### config.mk
export PLATFORM = sky130hd
export DESIGN_NAME = aligned_stack_allocator
export DESIGN_NICKNAME = d
export VERILOG_FILES = /design/src/hw/rtl/asa_pkg.sv /design/src/hw/rtl/aligned_stack_allocator.sv /design/src/hw/rtl/asa_ram.sv /design/src/hw/rtl/asa_mod.sv
export SDC_FILE = /design/constraint.sdc
export NUM_CORES = 1
export LEC_CHECK = 0
export ABC_CLOCK_PERIOD_IN_PS = 7000
export BUFFER_PORTS_ARGS = -buffer_cell sky130_fd_sc_hd__buf_4
export CORE_MARGIN = 2
export CORE_UTILIZATION = 40
export DETAILED_ROUTE_END_ITERATION = 7
export GPL_ROUTABILITY_DRIVEN = 0
export SLEW_MARGIN = 20
export SYNTH_ARGS = -nofsm -noshare
export SYNTH_HDL_FRONTEND = slang
export SYNTH_HIERARCHICAL = 1
export SYNTH_SLANG_ARGS = --single-unit
### constraint.sdc
create_clock -name clk -period 7 [get_ports clk]
set_input_delay 1.4 -clock clk [delete_from_list [all_inputs] [get_ports clk]]
set_output_delay 1.4 -clock clk [all_outputs]
set_load 0.02 [all_outputs]
### src/hw/rtl/asa_pkg.sv
package asa_pkg;

	// Request opcodes.
	localparam logic [1:0] OP_ALLOC   = 2'd0;
	localparam logic [1:0] OP_FREE    = 2'd1;
	localparam logic [1:0] OP_REALLOC = 2'd2;
	localparam logic [1:0] OP_CLEAR   = 2'd3;

	// Result status codes.
	localparam logic [1:0] STAT_OK       = 2'd0;
	localparam logic [1:0] STAT_NO_SPACE = 2'd1;
	localparam logic [1:0] STAT_EMPTY    = 2'd2;
	localparam logic [1:0] STAT_FULL     = 2'd3;

	// Configuration register indexes.
	localparam logic [1:0] REG_BASE  = 2'd0;
	localparam logic [1:0] REG_CAP   = 2'd1;
	localparam logic [1:0] REG_ALIGN = 2'd2;

	// Field widths.
	localparam int ADDR_W  = 32;
	localparam int SIZE_W  = 25;
	localparam int ALIGN_W = 9;
	localparam int PAD_W   = 8;
	localparam int CUR_W   = ADDR_W + 1;
	localparam int STEP_W  = $clog2(CUR_W + 1);

	// Widths of the stream payloads, rounded up to whole bytes.
	localparam int IN_W  = ((2 + 2 * SIZE_W + 7) / 8) * 8;
	localparam int OUT_W = ((ADDR_W + 2 * SIZE_W + 2 + 7) / 8) * 8;

	// Reset values of the configuration registers.
	localparam logic [SIZE_W-1:0]  CAP_RESET   = 25'd65536;
	localparam logic [ALIGN_W-1:0] ALIGN_RESET = 9'd16;
	localparam logic [ALIGN_W-1:0] ALIGN_MAX   = 9'd256;

	// Status of the remainder unit as seen by the sequencer.
	typedef struct packed {
		logic busy;
		logic done;
	} div_stat_t;

endpackage

### src/hw/rtl/aligned_stack_allocator.sv
// Stack allocator with alignment padding. Requests (allocate, free, reallocate,
// clear) are handled one at a time; each returns one result with the granted
// address, size, status and the offset in use afterwards. The padding of the
// 33-bit address is found by a serial remainder unit that takes 33 steps for any
// alignment from 1 to 256. An allocate passes the space and depth checks, then
// waits for the remainder unit; a reallocate runs the free check first, and a
// clear goes straight to the remainder unit. A free needs no division, because
// the pad of the top block already sits on the pad stack memory output. A request
// that fails its checks goes straight to the result staging. A stalled receiver
// holds the result back. Errors leave the state unchanged.
// Configuration writes take effect on the next request; new base and alignment
// set the start offset at the next clear.
module aligned_stack_allocator #(
	parameter int MAX_BLOCKS = 64
) (
	input  logic                      clk,
	input  logic                      arst_n,
	// Configuration write port.
	input  logic                      cfg_wr_en,
	input  logic [1:0]                cfg_index,
	input  logic [31:0]               cfg_wdata,
	// Request stream.
	input  logic                      s_tvalid,
	output logic                      s_tready,
	// opcode[1:0], request_size[26:2], old_size[51:27], zero fill up to 55.
	input  logic [asa_pkg::IN_W-1:0]  s_tdata,
	// Result stream.
	output logic                      m_tvalid,
	input  logic                      m_tready,
	// block_address[31:0], block_size[56:32], status[58:57], used_bytes[83:59],
	// zero fill up to 87.
	output logic [asa_pkg::OUT_W-1:0] m_tdata
);

	localparam int CNT_W = $clog2(MAX_BLOCKS + 1);
	localparam int IDX_W = $clog2(MAX_BLOCKS);

	typedef enum logic [2:0] {
		S_IDLE,
		S_FREE,
		S_ALLOC,
		S_DIV,
		S_OUT
	} state_t;

	state_t state_q;

	// Configuration registers.
	logic [asa_pkg::ADDR_W-1:0]  base_q;
	logic [asa_pkg::SIZE_W-1:0]  cap_q;
	logic [asa_pkg::ALIGN_W-1:0] align_q;
	logic [asa_pkg::ALIGN_W-1:0] align_eff;

	// Architectural state.
	logic [asa_pkg::SIZE_W-1:0] top_q;
	logic [CNT_W-1:0]           count_q;

	// Request and working registers.
	logic [1:0]                 op_q;
	logic [asa_pkg::SIZE_W-1:0] req_q;
	logic [asa_pkg::SIZE_W-1:0] old_q;
	logic [asa_pkg::SIZE_W-1:0] off_q;
	logic [CNT_W-1:0]           wcnt_q;
	logic [asa_pkg::CUR_W-1:0]  cur_q;
	logic                       div_start_q;

	// Result staging.
	logic [asa_pkg::ADDR_W-1:0] res_addr_q;
	logic [asa_pkg::SIZE_W-1:0] res_size_q;
	logic [1:0]                 res_stat_q;
	logic                       m_tvalid_q;
	logic [asa_pkg::OUT_W-1:0]  m_tdata_q;

	// Pad stack memory.
	logic                      ram_we;
	logic [IDX_W-1:0]          ram_waddr;
	logic [asa_pkg::PAD_W-1:0] ram_wdata;
	logic [IDX_W-1:0]          ram_raddr;
	logic [asa_pkg::PAD_W-1:0] top_pad;

	// Remainder unit.
	asa_pkg::div_stat_t        div_stat;
	logic [asa_pkg::PAD_W-1:0] div_rem;

	// Combinational datapath.
	logic [asa_pkg::SIZE_W:0]   free_need;
	logic                       free_bad;
	logic [asa_pkg::SIZE_W-1:0] free_room;
	logic [asa_pkg::SIZE_W-1:0] free_off;
	logic [asa_pkg::SIZE_W+1:0] space_need;
	logic                       space_bad;
	logic [asa_pkg::PAD_W-1:0]  pad;
	logic [asa_pkg::ALIGN_W-1:0] pad_diff;
	logic [asa_pkg::SIZE_W-1:0] alloc_off;
	logic [asa_pkg::ADDR_W-1:0] alloc_addr;
	logic                       s_fire;

	// Alignment of zero acts as one, above 256 as 256.
	always_comb begin
		if (align_q == '0) begin
			align_eff = asa_pkg::ALIGN_W'(1);
		end else if (align_q > asa_pkg::ALIGN_MAX) begin
			align_eff = asa_pkg::ALIGN_MAX;
		end else begin
			align_eff = align_q;
		end
	end

	// Free check against the pad of the top block.
	always_comb begin
		free_need = {1'b0, old_q} + asa_pkg::SIZE_W'(top_pad) + 1'b1;
		free_room = top_q - asa_pkg::SIZE_W'(top_pad) - 1'b1;
		free_off  = free_room - old_q;
		free_bad  = (count_q == '0) || ({1'b0, top_q} < free_need);
	end

	// Conservative space check that reserves a whole alignment.
	always_comb begin
		space_need = {2'b00, off_q} + {{(asa_pkg::SIZE_W + 2 - asa_pkg::ALIGN_W){1'b0}}, align_eff}
			+ {2'b00, req_q};
		space_bad  = space_need > {2'b00, cap_q};
	end

	// Pad from the remainder, then the aligned address and the new offset.
	always_comb begin
		pad_diff   = align_eff - {1'b0, div_rem};
		pad        = (div_rem == '0) ? '0 : pad_diff[asa_pkg::PAD_W-1:0];
		alloc_addr = cur_q[asa_pkg::ADDR_W-1:0] + asa_pkg::ADDR_W'(pad);
		alloc_off  = off_q + asa_pkg::SIZE_W'(pad) + req_q + 1'b1;
	end

	assign s_tready  = (state_q == S_IDLE);
	assign s_fire    = s_tvalid && s_tready;
	assign ram_raddr = IDX_W'(count_q - 1'b1);
	assign ram_we    = (state_q == S_DIV) && div_stat.done && (op_q != asa_pkg::OP_CLEAR);
	assign ram_waddr = IDX_W'(wcnt_q);
	assign ram_wdata = pad;

	asa_ram #(
		.WIDTH(asa_pkg::PAD_W),
		.DEPTH(MAX_BLOCKS)
	) u_pad_ram (
		.clk     (clk),
		.wr_en   (ram_we),
		.wr_addr (ram_waddr),
		.wr_data (ram_wdata),
		.rd_addr (ram_raddr),
		.rd_data (top_pad)
	);

	asa_mod u_mod (
		.clk       (clk),
		.arst_n    (arst_n),
		.start     (div_start_q),
		.dividend  (cur_q),
		.divisor   (align_eff),
		.stat      (div_stat),
		.remainder (div_rem)
	);

	// Configuration registers.
	always_ff @(posedge clk or negedge arst_n) begin
		if (!arst_n) begin
			base_q  <= '0;
			cap_q   <= asa_pkg::CAP_RESET;
			align_q <= asa_pkg::ALIGN_RESET;
		end else if (cfg_wr_en) begin
			case (cfg_index)
				asa_pkg::REG_BASE:  base_q  <= cfg_wdata;
				asa_pkg::REG_CAP:   cap_q   <= cfg_wdata[asa_pkg::SIZE_W-1:0];
				asa_pkg::REG_ALIGN: align_q <= cfg_wdata[asa_pkg::ALIGN_W-1:0];
				default: ;
			endcase
		end
	end

	// Sequencer, architectural state and result register.
	always_ff @(posedge clk or negedge arst_n) begin
		if (!arst_n) begin
			state_q     <= S_IDLE;
			top_q       <= '0;
			count_q     <= '0;
			div_start_q <= 1'b0;
			m_tvalid_q  <= 1'b0;
			op_q        <= asa_pkg::OP_ALLOC;
		end else begin
			div_start_q <= 1'b0;
			// The staging state sets valid itself when it hands over a new result.
			if (m_tvalid_q && m_tready && (state_q != S_OUT)) begin
				m_tvalid_q <= 1'b0;
			end
			case (state_q)
				S_IDLE: begin
					if (s_fire) begin
						op_q   <= s_tdata[1:0];
						off_q  <= top_q;
						wcnt_q <= count_q;
						case (s_tdata[1:0])
							asa_pkg::OP_ALLOC: state_q <= S_ALLOC;
							asa_pkg::OP_CLEAR: begin
								cur_q       <= {1'b0, base_q};
								div_start_q <= 1'b1;
								state_q     <= S_DIV;
							end
							default: state_q <= S_FREE;
						endcase
					end
				end
				S_FREE: begin
					if (free_bad) begin
						res_stat_q <= asa_pkg::STAT_EMPTY;
						res_addr_q <= '0;
						res_size_q <= '0;
						state_q    <= S_OUT;
					end else if (op_q == asa_pkg::OP_FREE) begin
						top_q      <= free_off;
						count_q    <= count_q - 1'b1;
						res_stat_q <= asa_pkg::STAT_OK;
						res_addr_q <= '0;
						res_size_q <= '0;
						state_q    <= S_OUT;
					end else begin
						off_q   <= free_off;
						wcnt_q  <= count_q - 1'b1;
						state_q <= S_ALLOC;
					end
				end
				S_ALLOC: begin
					res_addr_q <= '0;
					res_size_q <= '0;
					if (space_bad) begin
						res_stat_q <= asa_pkg::STAT_NO_SPACE;
						state_q    <= S_OUT;
					end else if (wcnt_q >= CNT_W'(MAX_BLOCKS)) begin
						res_stat_q <= asa_pkg::STAT_FULL;
						state_q    <= S_OUT;
					end else begin
						cur_q       <= {1'b0, base_q} + asa_pkg::CUR_W'(off_q);
						div_start_q <= 1'b1;
						state_q     <= S_DIV;
					end
				end
				S_DIV: begin
					if (div_stat.done) begin
						res_stat_q <= asa_pkg::STAT_OK;
						if (op_q == asa_pkg::OP_CLEAR) begin
							top_q      <= asa_pkg::SIZE_W'(pad);
							count_q    <= '0;
							res_addr_q <= '0;
							res_size_q <= '0;
						end else begin
							top_q      <= alloc_off;
							count_q    <= wcnt_q + 1'b1;
							res_addr_q <= alloc_addr;
							res_size_q <= req_q;
						end
						state_q <= S_OUT;
					end
				end
				S_OUT: begin
					if (!m_tvalid_q || m_tready) begin
						m_tvalid_q <= 1'b1;
						state_q    <= S_IDLE;
					end
				end
				default: state_q <= S_IDLE;
			endcase
		end
	end

	// Request payload and result data.
	always_ff @(posedge clk) begin
		if (s_fire) begin
			req_q <= s_tdata[26:2];
			old_q <= s_tdata[51:27];
		end
		if ((state_q == S_OUT) && (!m_tvalid_q || m_tready)) begin
			m_tdata_q <= {{(asa_pkg::OUT_W - asa_pkg::ADDR_W - 2 * asa_pkg::SIZE_W - 2){1'b0}},
				top_q, res_stat_q, res_size_q, res_addr_q};
		end
	end

	assign m_tvalid = m_tvalid_q;
	assign m_tdata  = m_tdata_q;

`ifndef SYNTHESIS
	// The live block count never passes the pad stack depth.
	a_count_bound: assert property (@(posedge clk) disable iff (!arst_n)
		count_q <= CNT_W'(MAX_BLOCKS))
		else $error("pad stack count out of range");
	// An accepted request blocks the input until its result is staged.
	a_one_at_a_time: assert property (@(posedge clk) disable iff (!arst_n)
		s_fire |=> !s_tready)
		else $error("request taken while another is in progress");
	// The remainder unit only finishes while the sequencer waits for it.
	a_div_in_state: assert property (@(posedge clk) disable iff (!arst_n)
		div_stat.done |-> (state_q == S_DIV))
		else $error("remainder finished outside its wait state");
	// While the sequencer waits, the remainder unit is starting, stepping or done.
	a_div_active: assert property (@(posedge clk) disable iff (!arst_n)
		(state_q == S_DIV) |-> (div_start_q || div_stat.busy || div_stat.done))
		else $error("sequencer waits on an idle remainder unit");
	// The pad stack is only written while it has room.
	a_push_room: assert property (@(posedge clk) disable iff (!arst_n)
		ram_we |-> (wcnt_q < CNT_W'(MAX_BLOCKS)))
		else $error("pad stack written past its depth");
`endif

endmodule

### src/hw/rtl/asa_ram.sv
module asa_ram #(
	parameter int WIDTH = 8,
	parameter int DEPTH = 64
) (
	input  logic                     clk,
	input  logic                     wr_en,
	input  logic [$clog2(DEPTH)-1:0] wr_addr,
	input  logic [WIDTH-1:0]         wr_data,
	input  logic [$clog2(DEPTH)-1:0] rd_addr,
	output logic [WIDTH-1:0]         rd_data
);

	logic [WIDTH-1:0] mem_q [DEPTH];

	// One write port and one registered read port.
	always_ff @(posedge clk) begin
		if (wr_en) begin
			mem_q[wr_addr] <= wr_data;
		end
		rd_data <= mem_q[rd_addr];
	end

endmodule

### src/hw/rtl/asa_mod.sv
module asa_mod (
	input  logic                           clk,
	input  logic                           arst_n,
	input  logic                           start,
	input  logic [asa_pkg::CUR_W-1:0]      dividend,
	input  logic [asa_pkg::ALIGN_W-1:0]    divisor,
	output asa_pkg::div_stat_t             stat,
	output logic [asa_pkg::PAD_W-1:0]      remainder
);

	logic [asa_pkg::CUR_W-1:0]   dvd_q;
	logic [asa_pkg::PAD_W-1:0]   rem_q;
	logic [asa_pkg::STEP_W-1:0]  cnt_q;
	logic                        done_q;
	logic [asa_pkg::ALIGN_W-1:0] trial;
	logic [asa_pkg::ALIGN_W-1:0] diff;

	// One restoring step: bring in the next dividend bit and subtract if it fits.
	always_comb begin
		trial = {rem_q, dvd_q[asa_pkg::CUR_W-1]};
		diff  = trial - divisor;
	end

	// Step counter, dividend shifter and partial remainder.
	always_ff @(posedge clk or negedge arst_n) begin
		if (!arst_n) begin
			cnt_q  <= '0;
			done_q <= 1'b0;
		end else begin
			done_q <= 1'b0;
			if (start) begin
				cnt_q <= asa_pkg::STEP_W'(asa_pkg::CUR_W);
			end else if (cnt_q != '0) begin
				cnt_q <= cnt_q - 1'b1;
				if (cnt_q == asa_pkg::STEP_W'(1)) begin
					done_q <= 1'b1;
				end
			end
		end
	end

	always_ff @(posedge clk) begin
		if (start) begin
			dvd_q <= dividend;
			rem_q <= '0;
		end else if (cnt_q != '0) begin
			dvd_q <= {dvd_q[asa_pkg::CUR_W-2:0], 1'b0};
			if (trial >= divisor) begin
				rem_q <= diff[asa_pkg::PAD_W-1:0];
			end else begin
				rem_q <= trial[asa_pkg::PAD_W-1:0];
			end
		end
	end

	assign stat.busy = (cnt_q != '0);
	assign stat.done = done_q;
	assign remainder = rem_q;

`ifndef SYNTHESIS
	// A finished division takes the full number of steps after its start.
	a_done_after_steps: assert property (@(posedge clk) disable iff (!arst_n)
		start |-> ##(asa_pkg::CUR_W + 1) done_q)
		else $error("remainder unit finished at the wrong step");
	// A finished remainder is below the divisor while the divisor is held.
	a_rem_below: assert property (@(posedge clk) disable iff (!arst_n)
		(done_q && $stable(divisor)) |-> ({1'b0, rem_q} < divisor))
		else $error("remainder not reduced below divisor");
`endif

endmodule

==> results.toml, run 1 <==
[global_route]
first_pass_grt_wire_length_mm = 165
initial_antenna_violation_count = 2
first_global_vias = 26500
grtUsageTotal = 0.189
globalRoute.totalOverflow = 0
grt_max_degree = 69

[clock_network]
cts_inserted_buffers = 98
path_clk_slew_ns = 0.06
clk_latency_ns = 0.71
root_buffer = "sky130_fd_sc_hd__clkbuf_16"
cts_tree = "yes"
hold_buffers = 0
cts_buffer_depth = 3
cts.sinks = 931
cts-resized-gates = 0
postCtsSetupBuffers = 0
h-tree-depth = 3

[final_layout]
final_layout_size_suffix_gt1_frac = 0.197
syn2layout_area_growth_pct = 14.7
fin_util = 0.463
number_of_nets_in_the_final_layout = 3703

[setup_path]
crit-reg2reg-launch = "align_q[8]$_DFFE_PN0P_"
worst_setup_path_endpoint = "cur_q[31]$_DFFE_PP_"
r2r_end = "cur_q[31]$_DFFE_PP_"
path_class = "flip-flop to flip-flop"
critPathMaxFanout = 33
cp_data_required_time_ns = 7.37
cp-startpoint = "align_q[8]$_DFFE_PN0P_"
critPathLaunchType = "flip-flop"
kind_of_end_point_of_the_critical_path = "flip-flop"
critPathArrivalTime_ns = 6.81
worst_r2r_path_depth = 23
setup.reg_to_reg.worst_slack_ns = 0.56

[route]
detail_route.vias_per_cell = 5.42
drc = 0
iter_0_drt_violations = 2177
post_drt_wl_per_cell_um = 22.1
detailedRoute.firstPassIterationCount = 7
routed-via-count = 26700
detail-route-antenna-nets = 0
finalWirelength_mm = 109

[job]
max_cap_viol_count = 0

[power]
cellPowerDensity_nw_per_um2 = 497
switchingPower_w = 0.00995
cellInternalPower_w = 0.0156
worst_ir_drop_vdd_mv = 0.590
static-leakage-power_nw = 19.2
relative_contribution_of_combinational_cells_to_total_power = 0.442
seq_power_share = 0.339
pwr-share-clk = 0.219
power.share.switching = 0.389
total_power_w = 0.0255

[worst_hold_path]
min_path_type = "flip-flop to flip-flop"
hold-path-cell-count = 0

[floorplan]
floorplan.initialDensity = 0.404
io-pin-count = 185
die_x_um = 339
die_h_um = 339
core_um2 = 111000
dieArea_um2 = 115000
std_cell_rows = 122

[timing]
rsz0062_at_grt = "no"
final_period_minus_worst_setup_slack_ns = 6.44
final.hold.worst_slack_ns = 0.416
slew_viol_final = 0
slew_headroom = 0.318
setup_viol_count_final = 0
layout_worst_path_cycle_share = 0.921
clock_skew_ns = 0.0886
timing.setup.tns_ns = 0
worst_slew_pin_slew_ns = 1.02
count_of_endpoints_failing_hold_in_the_final_timing_report = 0
clock.fmax_ghz = 0.155

[logic_synthesis]
synthesis.area_per_instance_um2 = 14.1
synth.lib_cells_used.distinct = 95
async_reset_ff_frac = 0.120
ys.warnings.count = 6
synth.yosys.seq_area_share = 0.608
synth_ff_type = "sky130_fd_sc_hd__edfxtp_1"
synth.ff_latch_count = 931
syn_inst = 3173
synth_common_cells = "803 x sky130_fd_sc_hd__edfxtp_1, 214 x sky130_fd_sc_hd__ha_1, 197 x sky130_fd_sc_hd__nor2_1"
syn-cell-area_um2 = 44800
synth-edff-count = 803
post-synth-top-area-cell = "sky130_fd_sc_hd__edfxtp_1"
synth.area.top_cells = "sky130_fd_sc_hd__edfxtp_1 54%, sky130_fd_sc_hd__mux4_2 6.3%, sky130_fd_sc_hd__dfrtp_1 6.1%, sky130_fd_sc_hd__ha_1 6.0%, sky130_fd_sc_hd__mux2_2 3.0%"
yosys.cell_count.top_type = "sky130_fd_sc_hd__edfxtp_1"
synth_top_cell_area_share = 0.538

[place]
buffer_ports.inserted = 176
place.detailed.hpwl_mm = 74.6

[status]
run_status = "finished, final reports clean"
## critical path: stages, from the launching register on
cell and delay, ns:
sky130_fd_sc_hd__dfrtp_1 0.54, sky130_fd_sc_hd__nor2b_1 0.37, sky130_fd_sc_hd__fa_1 0.51, sky130_fd_sc_hd__ha_1 0.32, sky130_fd_sc_hd__a21oi_1 0.21, sky130_fd_sc_hd__o22ai_1 0.16
sky130_fd_sc_hd__o22a_1 0.29, sky130_fd_sc_hd__a31oi_4 0.28, sky130_fd_sc_hd__o21bai_1 0.09, sky130_fd_sc_hd__a21o_1 0.20, sky130_fd_sc_hd__a21oi_1 0.23, sky130_fd_sc_hd__o21ai_0 0.15
sky130_fd_sc_hd__xor2_1 0.18, sky130_fd_sc_hd__ha_1 0.30, sky130_fd_sc_hd__a21o_1 0.18, sky130_fd_sc_hd__a21oi_1 0.15, sky130_fd_sc_hd__nor2b_1 0.06, sky130_fd_sc_hd__o21ai_0 0.17
sky130_fd_sc_hd__nand2b_1 0.09, sky130_fd_sc_hd__a221oi_1 0.38, sky130_fd_sc_hd__o32ai_1 0.28, sky130_fd_sc_hd__or4b_1 0.57, sky130_fd_sc_hd__a21oi_4 0.17, sky130_fd_sc_hd__buf_12 0.22
## kinds of logic after synthesis
family	synth area share
DFF	0.608
and+or+nand+nor	0.0749
AOI/OAI and AO/OA	0.0825
buffers and inverters	0.0302
muxes	0.0985
adders and majority gates	0.0736
xor gates and xnor gates	0.0324
other	0.0000837
## sequential cells by signal, summed over array words and instances, names as in the netlist, 25 cells and up
| register | flops |
|---|---|
| old_q | 25 |
| top_q | 25 |
| base_q | 32 |
| m_tdata | 84 |
| off_q | 25 |
| cap_q | 25 |
| u_mod/dvd_q | 33 |
| cur_q | 33 |
| req_q | 25 |
| u_pad_ram/mem_q | 512 |
| res_addr_q | 32 |
| res_size_q | 25 |
## cells in the final DEF (no fill, tap or decap), drive strengths merged, types with 12 or more instances in the layout
cell    synthesis  layout
mux2i          25      25
a21o           60      60
edfxtp        803     803
nor2          197     197
clkbuf         79     113
mux4          126     126
a21oi         124     124
bufinv          0      18
fa             31      31
nand2b         24      24
clkinv          1      32
xor2           61      61
xnor2         105     105
a31oi          12      12
dfrtp         110     110
o21a           30      30
inv           182     187
dfxtp          16      16
and3           51      51
o211ai         22      22
o21ai         132     132
nor3           37      37
o21bai         18      18
a211oi         25      25
nand4          24      24
ha            214     214
nand2         184     184
nand3          54      54
mux2          118     118
buf            52     218
nor4           15      15
nor2b          41      41
or3            15      15
o221ai         23      23
and2           13      13
o22ai          13      13
## per-stage QoR
step           std cells  worst slack, ns  cell area, um^2
6_report            4931            0.555            51400
5_1_grt             4931           0.0389            51400
4_1_cts             4929            0.566            51400
3_5_place_dp        4751            0.594            47900
3_3_place_gp        4751            0.647            47900
2_1_floorplan       3176            0.166            44800
## final cells by class
type | count | area, um^2
Fill cell | 9792 | 59600
Inverter | 183 | 696
Clock buffer | 113 | 2550
Sequential cell | 931 | 27200
Antenna cell | 2 | 5.00
Multi-Input combinational cell | 1931 | 16400
Timing Repair Buffer | 218 | 1690
Tap cell | 1488 | 1860
Clock inverter | 65 | 946
## worst min-delay path by stage
stage	from	end	slack (ns)
after global routing	res_addr_q[6]$_SDFFCE_PP0P_	m_tdata[6]$_DFFE_PP_	0.42
after CTS	res_size_q[20]$_SDFFCE_PP0P_	m_tdata[52]$_DFFE_PP_	0.42
after floorplan	res_addr_q[0]$_SDFFCE_PP0P_	m_tdata[0]$_DFFE_PP_	0.40
final	res_size_q[20]$_SDFFCE_PP0P_	m_tdata[52]$_DFFE_PP_	0.42
after global placement	res_size_q[15]$_SDFFCE_PP0P_	m_tdata[47]$_DFFE_PP_	0.40
after detailed placement	res_size_q[20]$_SDFFCE_PP0P_	m_tdata[52]$_DFFE_PP_	0.40
## power by group through the flow
stage / clock network, W / logic [W] / registers (W)
2_1_floorplan: 0 / 0.00762 / 0.00874
3_3_place_gp: 0 / 0.0112 / 0.00877
3_5_place_dp: 0 / 0.0114 / 0.00879
4_1_cts: 0.00572 / 0.0114 / 0.00868
5_1_grt: 0.00594 / 0.0125 / 0.00874
6_report: 0.00559 / 0.0113 / 0.00866
## routing by layer
layer | vias up | share of wire | track usage
met5 | - | 0 | 0
met4 | 0 | 0.027 | 0.0605
met3 | 161 | 0.051 | 0.0284
met2 | 660 | 0.50 | 0.326
met1 | 13500 | 0.42 | 0.243
li1 | 12400 | - | -
Note: power is estimated with default switching activity, not from simulation.
==> run 2, diff against run 1 <==
Settings changed: CELL_PAD_IN_SITES_DETAIL_PLACEMENT set to 2, CELL_PAD_IN_SITES_GLOBAL_PLACEMENT set to 2, CORE_MARGIN 2 to not set, PLACE_DENSITY_LB_ADDON set to 0.1, SYNTH_HIERARCHICAL 1 to not set.
==> run 2 against run 1 <==
Setup slack worse by 0.11 ns. Total power is 11% higher. Largest cell class unchanged. Non-clock buffer count is 4 lower. Highest routed layer is now met5. Area after synthesis is 0.51% lower. Sequential share of layout area is 0.11 points higher. Final cell count is 0.53% lower. Global-route usage is 4.7 points higher. Register-to-register slack worse by 0.11 ns. Combinational power is 23% higher. Routed wire length is 21% higher.
==> results.toml, run 2 <==
[route]
iter_0_drt_violations = 1496
detail-route-antenna-nets = 0
detailedRoute.firstPassIterationCount = 5
detail_route.vias_per_cell = 5.56
post_drt_wl_per_cell_um = 26.9
routed-via-count = 27300
drc = 0
finalWirelength_mm = 132

[logic_synthesis]
post-synth-top-area-cell = "sky130_fd_sc_hd__edfxtp_1"
synth_top_cell_area_share = 0.541
synth.lib_cells_used.distinct = 89
synth.yosys.seq_area_share = 0.611
synth_common_cells = "803 x sky130_fd_sc_hd__edfxtp_1, 214 x sky130_fd_sc_hd__ha_1, 183 x sky130_fd_sc_hd__nor2_1"
synth.ff_latch_count = 931
synthesis.area_per_instance_um2 = 14.2
syn_inst = 3132
yosys.cell_count.top_type = "sky130_fd_sc_hd__edfxtp_1"
synth_ff_type = "sky130_fd_sc_hd__edfxtp_1"
synth.area.top_cells = "sky130_fd_sc_hd__edfxtp_1 54%, sky130_fd_sc_hd__mux4_2 6.9%, sky130_fd_sc_hd__dfrtp_1 6.2%, sky130_fd_sc_hd__ha_1 6.0%, sky130_fd_sc_hd__mux2_2 2.5%"
synth-edff-count = 803
async_reset_ff_frac = 0.120
syn-cell-area_um2 = 44600
ys.warnings.count = 0

[setup_path]
critPathLaunchType = "flip-flop"
slowest_stage = "sky130_fd_sc_hd__fa_1"
critical_path.cell_chain = "inv_2, nand2_1, inv_1, fa_1, ha_1, fa_1, a21o_1, a21oi_1, o21bai_1, a41o_1, nor2_1, o21ai_0, a21oi_1, o21ai_0, xor2_1, ha_1, nand4_1, or3_1, o22ai_1, a22oi_1, a311oi_2, nor2b_4, o21a_1, buf_12"
kind_of_end_point_of_the_critical_path = "flip-flop"
crit_path_max_incr_delay_ns = 0.47
cp_data_required_time_ns = 7.39
critPathMaxFanout = 33
critPathTopFamily = "compound AO/OA/AOI/OAI gates"
path_class = "flip-flop to flip-flop"
critPathArrivalTime_ns = 6.95
path_buf_inv = 3

[global_route]
global_route.peak_usage_layer = "met2"
first_global_vias = 30500
initial_antenna_violation_count = 5
grtUsageMet3 = 0.0330
grtUsageTotal = 0.235
globalRouteMet1Util = 0.293
grt_max_degree = 106
use_met2 = 0.419
globalRoute.totalOverflow = 0
first_pass_grt_wire_length_mm = 197

[power]
static-leakage-power_nw = 18.9
worst_ir_drop_vdd_mv = 0.540
cellPowerDensity_nw_per_um2 = 554

[clock_network]
root_buffer = "sky130_fd_sc_hd__clkbuf_16"
hold_buffers = 0
h-tree-depth = 3
path_clk_slew_ns = 0.06
clk_latency_ns = 0.73
cts.sinks = 931
cts_buffer_depth = 3
cts_tree = "yes"
postCtsSetupBuffers = 0
cts_inserted_buffers = 103
cts-resized-gates = 0

[timing]
count_of_endpoints_failing_hold_in_the_final_timing_report = 0
final_period_minus_worst_setup_slack_ns = 6.56
layout_worst_path_cycle_share = 0.937
setup_viol_count_final = 0
timing.setup.tns_ns = 0
slew_headroom = 0.336
setup_ws_ns = 0.441
worst_slew_pin_slew_ns = 0.993
slew_viol_final = 0
rsz0062_at_grt = "no"
clock_skew_ns = 0.0466
clock.fmax_ghz = 0.152

[floorplan]
die_h_um = 336
floorplan.initialDensity = 0.403
dieArea_um2 = 113000
io-pin-count = 185
core_um2 = 111000
die_x_um = 336
std_cell_rows = 122

[final_layout]
mostFrequentLayoutCell = "sky130_fd_sc_hd__edfxtp_1"
number_of_nets_in_the_final_layout = 3667
largest_register_ffs = 512
final_layout_size_suffix_gt1_frac = 0.197
syn2layout_area_growth_pct = 15.0
fin_util = 0.463
multiInputGateArea_um2 = 16300
final_cell_mix = "803 x sky130_fd_sc_hd__edfxtp_1, 213 x sky130_fd_sc_hd__ha_1, 209 x sky130_fd_sc_hd__buf_4, 177 x sky130_fd_sc_hd__inv_1, 176 x sky130_fd_sc_hd__nor2_1"
fillers = 10500
area.sequential_um2 = 27200
regMostFlops = "u_pad_ram.mem_q"

[status]
run_status = "finished, final reports clean"

[job]
max_cap_viol_count = 0

[place]
place.detailed.hpwl_mm = 91.5
buffer_ports.inserted = 176
preCtsSetupSlack_ns = 0.325

[worst_hold_path]
min_path_type = "flip-flop to flip-flop"
-- run 2: per-stage QoR --
stage               hold slack (ns)  instances  total power [W]  area, um^2
global route                  0.424       4904           0.0300       51300
floorplan                     0.400       3135           0.0176       44600
CTS                           0.420       4904           0.0288       51300
finish                        0.416       4905           0.0284       51300
detailed placement            0.406       4710           0.0229       47700
global placement              0.401       4709           0.0222       47700
-- run 2: final timing paths --
path / start / to / slack (ns) / cells after the start
worst max-delay path: align_q[8]$_DFFE_PN0P_ / cur_q[21]$_DFFE_PP_ / 0.44 / 24
worst min-delay path: res_addr_q[27]$_SDFFCE_PP0P_ / m_tdata[27]$_DFFE_PP_ / 0.42 / 0
worst max register to register: align_q[8]$_DFFE_PN0P_ / cur_q[21]$_DFFE_PP_ / 0.44 / 24
worst min register to register: res_addr_q[27]$_SDFFCE_PP0P_ / m_tdata[27]$_DFFE_PP_ / 0.42 / 0
max in group asynchronous: arst_n / align_q[0]$_DFFE_PN0P_ / 5.32 / 2
min in group asynchronous: arst_n / base_q[25]$_DFFE_PN0P_ / 0.56 / 1
-- run 2: where the power goes --
group | switching [W] | total (W) | internal, W
Sequential | 0.000605 | 0.00878 | 0.00818
Combinational | 0.00895 | 0.0139 | 0.00494
Clock | 0.00238 | 0.00573 | 0.00336
Total | 0.0119 | 0.0284 | 0.0165
-- run 2: logic make-up (layout without fill, tap and decap cells) --
| group | Yosys count | in the layout | share of synthesized area |
|---|---|---|---|
| buf+inv | 308 | 589 | 0.0283 |
| flops | 931 | 931 | 0.611 |
| compound gates | 574 | 574 | 0.0832 |
| mux | 276 | 276 | 0.103 |
| xor+xnor | 152 | 152 | 0.0299 |
| fa+ha+maj | 245 | 245 | 0.0740 |
| simple gates | 645 | 645 | 0.0708 |
| other cells | 1 | 5 | 0.0000841 |
-- run 2: layout make-up --
| class | count | area share |
|---|---|---|
| clock buffers | 135 | 0.0560 |
| inverters | 181 | 0.0132 |
| repair buffers | 214 | 0.0324 |
| diodes | 1 | 0.0000488 |
| multi-input cells | 1896 | 0.317 |
| clock inverters | 59 | 0.0138 |
| well taps | 1488 | 0.0363 |
| flip-flops and latches | 931 | 0.531 |
-- run 2: routing by layer --
metal,vias up,wire length (um),part of all wire
met5,-,27,0.00020
met4,4,4250,0.032
met3,189,4610,0.035
met2,502,68200,0.52
met1,14300,54600,0.41
li1,12200,-,-
-- run 2: worst register-to-register path, delay by kind of cell, from the launching register on --
family,cells,cell delay [ns]
AOI/OAI and AO/OA,11,2.40
adders and majority gates,4,1.45
and+or+nand+nor,5,1.12
buffers and inverters,3,0.59
DFF,1,0.46
xor gates and xnor gates,1,0.20
==> run 3, diff against run 2 <==
Settings changed: CTS_BUF_LIST set to sky130_fd_sc_hd__clkbuf_8.
==> run 3 against run 2 <==
Global-route usage increased by 0.25 points. Total power decreased by 2.9%. Critical path depth unchanged. Sequential cell count unchanged. Largest cell class unchanged.
==> results.toml, run 3 (synthesized netlist as in run 2, its figures left out) <==
[status]
run_status = "finished, final reports clean"

[timing]
rsz0062_at_grt = "no"
clock.fmax_ghz = 0.153
count_of_endpoints_failing_hold_in_the_final_timing_report = 0
layout_worst_path_cycle_share = 0.935
slew_headroom = 0.324
final.hold.worst_slack_ns = 0.415
timing.setup.tns_ns = 0
final_period_minus_worst_setup_slack_ns = 6.55
setup_viol_count_final = 0
slew_viol_final = 0
clock_skew_ns = 0.0438
worst_slew_pin_slew_ns = 1.01

[route]
iter_0_drt_violations = 1624
finalWirelength_mm = 132
drc = 0
detail_route.vias_per_cell = 5.51
post_drt_wl_per_cell_um = 26.4
detail-route-antenna-nets = 0
routed-via-count = 27600
detailedRoute.firstPassIterationCount = 5

[final_layout]
regMostFlops = "u_pad_ram.mem_q"
final_cell_mix = "803 x sky130_fd_sc_hd__edfxtp_1, 231 x sky130_fd_sc_hd__inv_1, 213 x sky130_fd_sc_hd__ha_1, 209 x sky130_fd_sc_hd__buf_4, 176 x sky130_fd_sc_hd__nor2_1"
fin_area_um2 = 50900
final_layout_size_suffix_gt1_frac = 0.204
syn2layout_area_growth_pct = 14.0
largest_register_ffs = 512
number_of_nets_in_the_final_layout = 3727
mostFrequentLayoutCell = "sky130_fd_sc_hd__edfxtp_1"

[clock_network]
cts.sinks = 931
h-tree-depth = 4
root_buffer = "sky130_fd_sc_hd__clkbuf_8"
cts_inserted_buffers = 163
cts_buffer_depth = 3
cts_tree = "yes"
path_clk_slew_ns = 0.06
clk_latency_ns = 0.86

[global_route]
globalRoute.totalOverflow = 0
initial_antenna_violation_count = 5
grtUsageTotal = 0.238
grt_max_degree = 106
first_pass_grt_wire_length_mm = 199
first_global_vias = 31100

[floorplan]
floorplan.initialDensity = 0.403
core_um2 = 111000
die_x_um = 336
dieArea_um2 = 113000
io-pin-count = 185
std_cell_rows = 122
die_h_um = 336

[place]
place.detailed.hpwl_mm = 91.5
place_area_um2 = 47700
buffer_ports.inserted = 176

[setup_path]
critPathMaxFanout = 33
cp_data_required_time_ns = 7.52
critPathLaunchType = "flip-flop"
critPathTopFamily = "compound AO/OA/AOI/OAI gates"
slowest_stage = "sky130_fd_sc_hd__fa_1"
kind_of_end_point_of_the_critical_path = "flip-flop"
crit_path_max_incr_delay_ns = 0.47
critical_path.cell_chain = "inv_2, nand2_1, inv_1, fa_1, ha_1, fa_1, a21o_1, a21oi_1, o21bai_1, a41o_1, nor2_1, o21ai_0, a21oi_1, o21ai_0, xor2_1, ha_1, nand4_1, or3_1, o22ai_1, a22oi_1, a311oi_2, nor2b_4, o21a_1, buf_12"
path_class = "flip-flop to flip-flop"
path_buf_inv = 3
critPathArrivalTime_ns = 7.07

[power]
cellPowerDensity_nw_per_um2 = 543
static-leakage-power_nw = 19.0
worst_ir_drop_vdd_mv = 0.495

[job]
max_cap_viol_count = 0

[worst_hold_path]
min_path_type = "flip-flop to flip-flop"
-- run 3: changes by cell type in the layout (fill, tap and decap cells not counted), sizes merged --
cell      previous run  this run
clkinvlp             7         2
diode                1         2
inv                183       243
bufinv              12         7
clkinv              38        50
clkbuf             135       171
-- run 3: timing repair --
action | in CTS | in global routing
endpoints found under the hold margin | 0 | 0
resized for setup | 0 | 3
hold buffers | 0 | 0
setup endpoints to repair | 0 | 85
buffers inserted | 0 | 0
-- run 3: stage by stage --
step | util | std cells | setup WS, ns | total power [W]
global placement | 0.431 | 4709 | 0.515 | 0.0222
finish | 0.459 | 5004 | 0.455 | 0.0276
detailed placement | 0.431 | 4710 | 0.325 | 0.0229
floorplan | - | 3135 | 0.0438 | 0.0176
CTS | 0.459 | 5002 | 0.286 | 0.0280
global route | 0.459 | 5003 | 0.0560 | 0.0292
-- run 3: final timing paths --
| kind | start | cells after the start | slack [ns] | endpoint |
|---|---|---|---|---|
| max reg2reg | align_q[8]$_DFFE_PN0P_ | 24 | 0.45 | cur_q[21]$_DFFE_PP_ |
| min reg2reg | res_size_q[1]$_SDFFCE_PP0P_ | 0 | 0.42 | m_tdata[33]$_DFFE_PP_ |
| max | align_q[8]$_DFFE_PN0P_ | 24 | 0.45 | cur_q[21]$_DFFE_PP_ |
| min in group asynchronous | arst_n | 1 | 0.43 | base_q[26]$_DFFE_PN0P_ |
| max in group asynchronous | arst_n | 2 | 5.43 | base_q[1]$_DFFE_PN0P_ |
| min | res_size_q[1]$_SDFFCE_PP0P_ | 0 | 0.42 | m_tdata[33]$_DFFE_PP_ |
-- run 3: final cells by class --
cell class,count,area (um^2)
flip-flops and latches,931,27200
repair buffers,214,1660
clock inverters,121,782
multi-input cells,1896,16300
clock buffers,171,2350
diodes,2,5.00
fillers,10700,59800
well taps,1488,1860
inverters,181,679
-- run 3: layer usage --
| layer | routed length (um) | track usage |
|---|---|---|
| met3 | 4660 | 0.0340 |
| met1 | 54900 | 0.291 |
| met4 | 4170 | 0.0881 |
| met2 | 68600 | 0.424 |
| met5 | 20 | 0 |
-- run 3: report_power, final --
part           total [W]  internal [W]  switching, W
Sequential       0.00879       0.00818      0.000606
Combinational     0.0139       0.00493       0.00892
Clock            0.00495       0.00255       0.00240
Total             0.0276        0.0157        0.0119
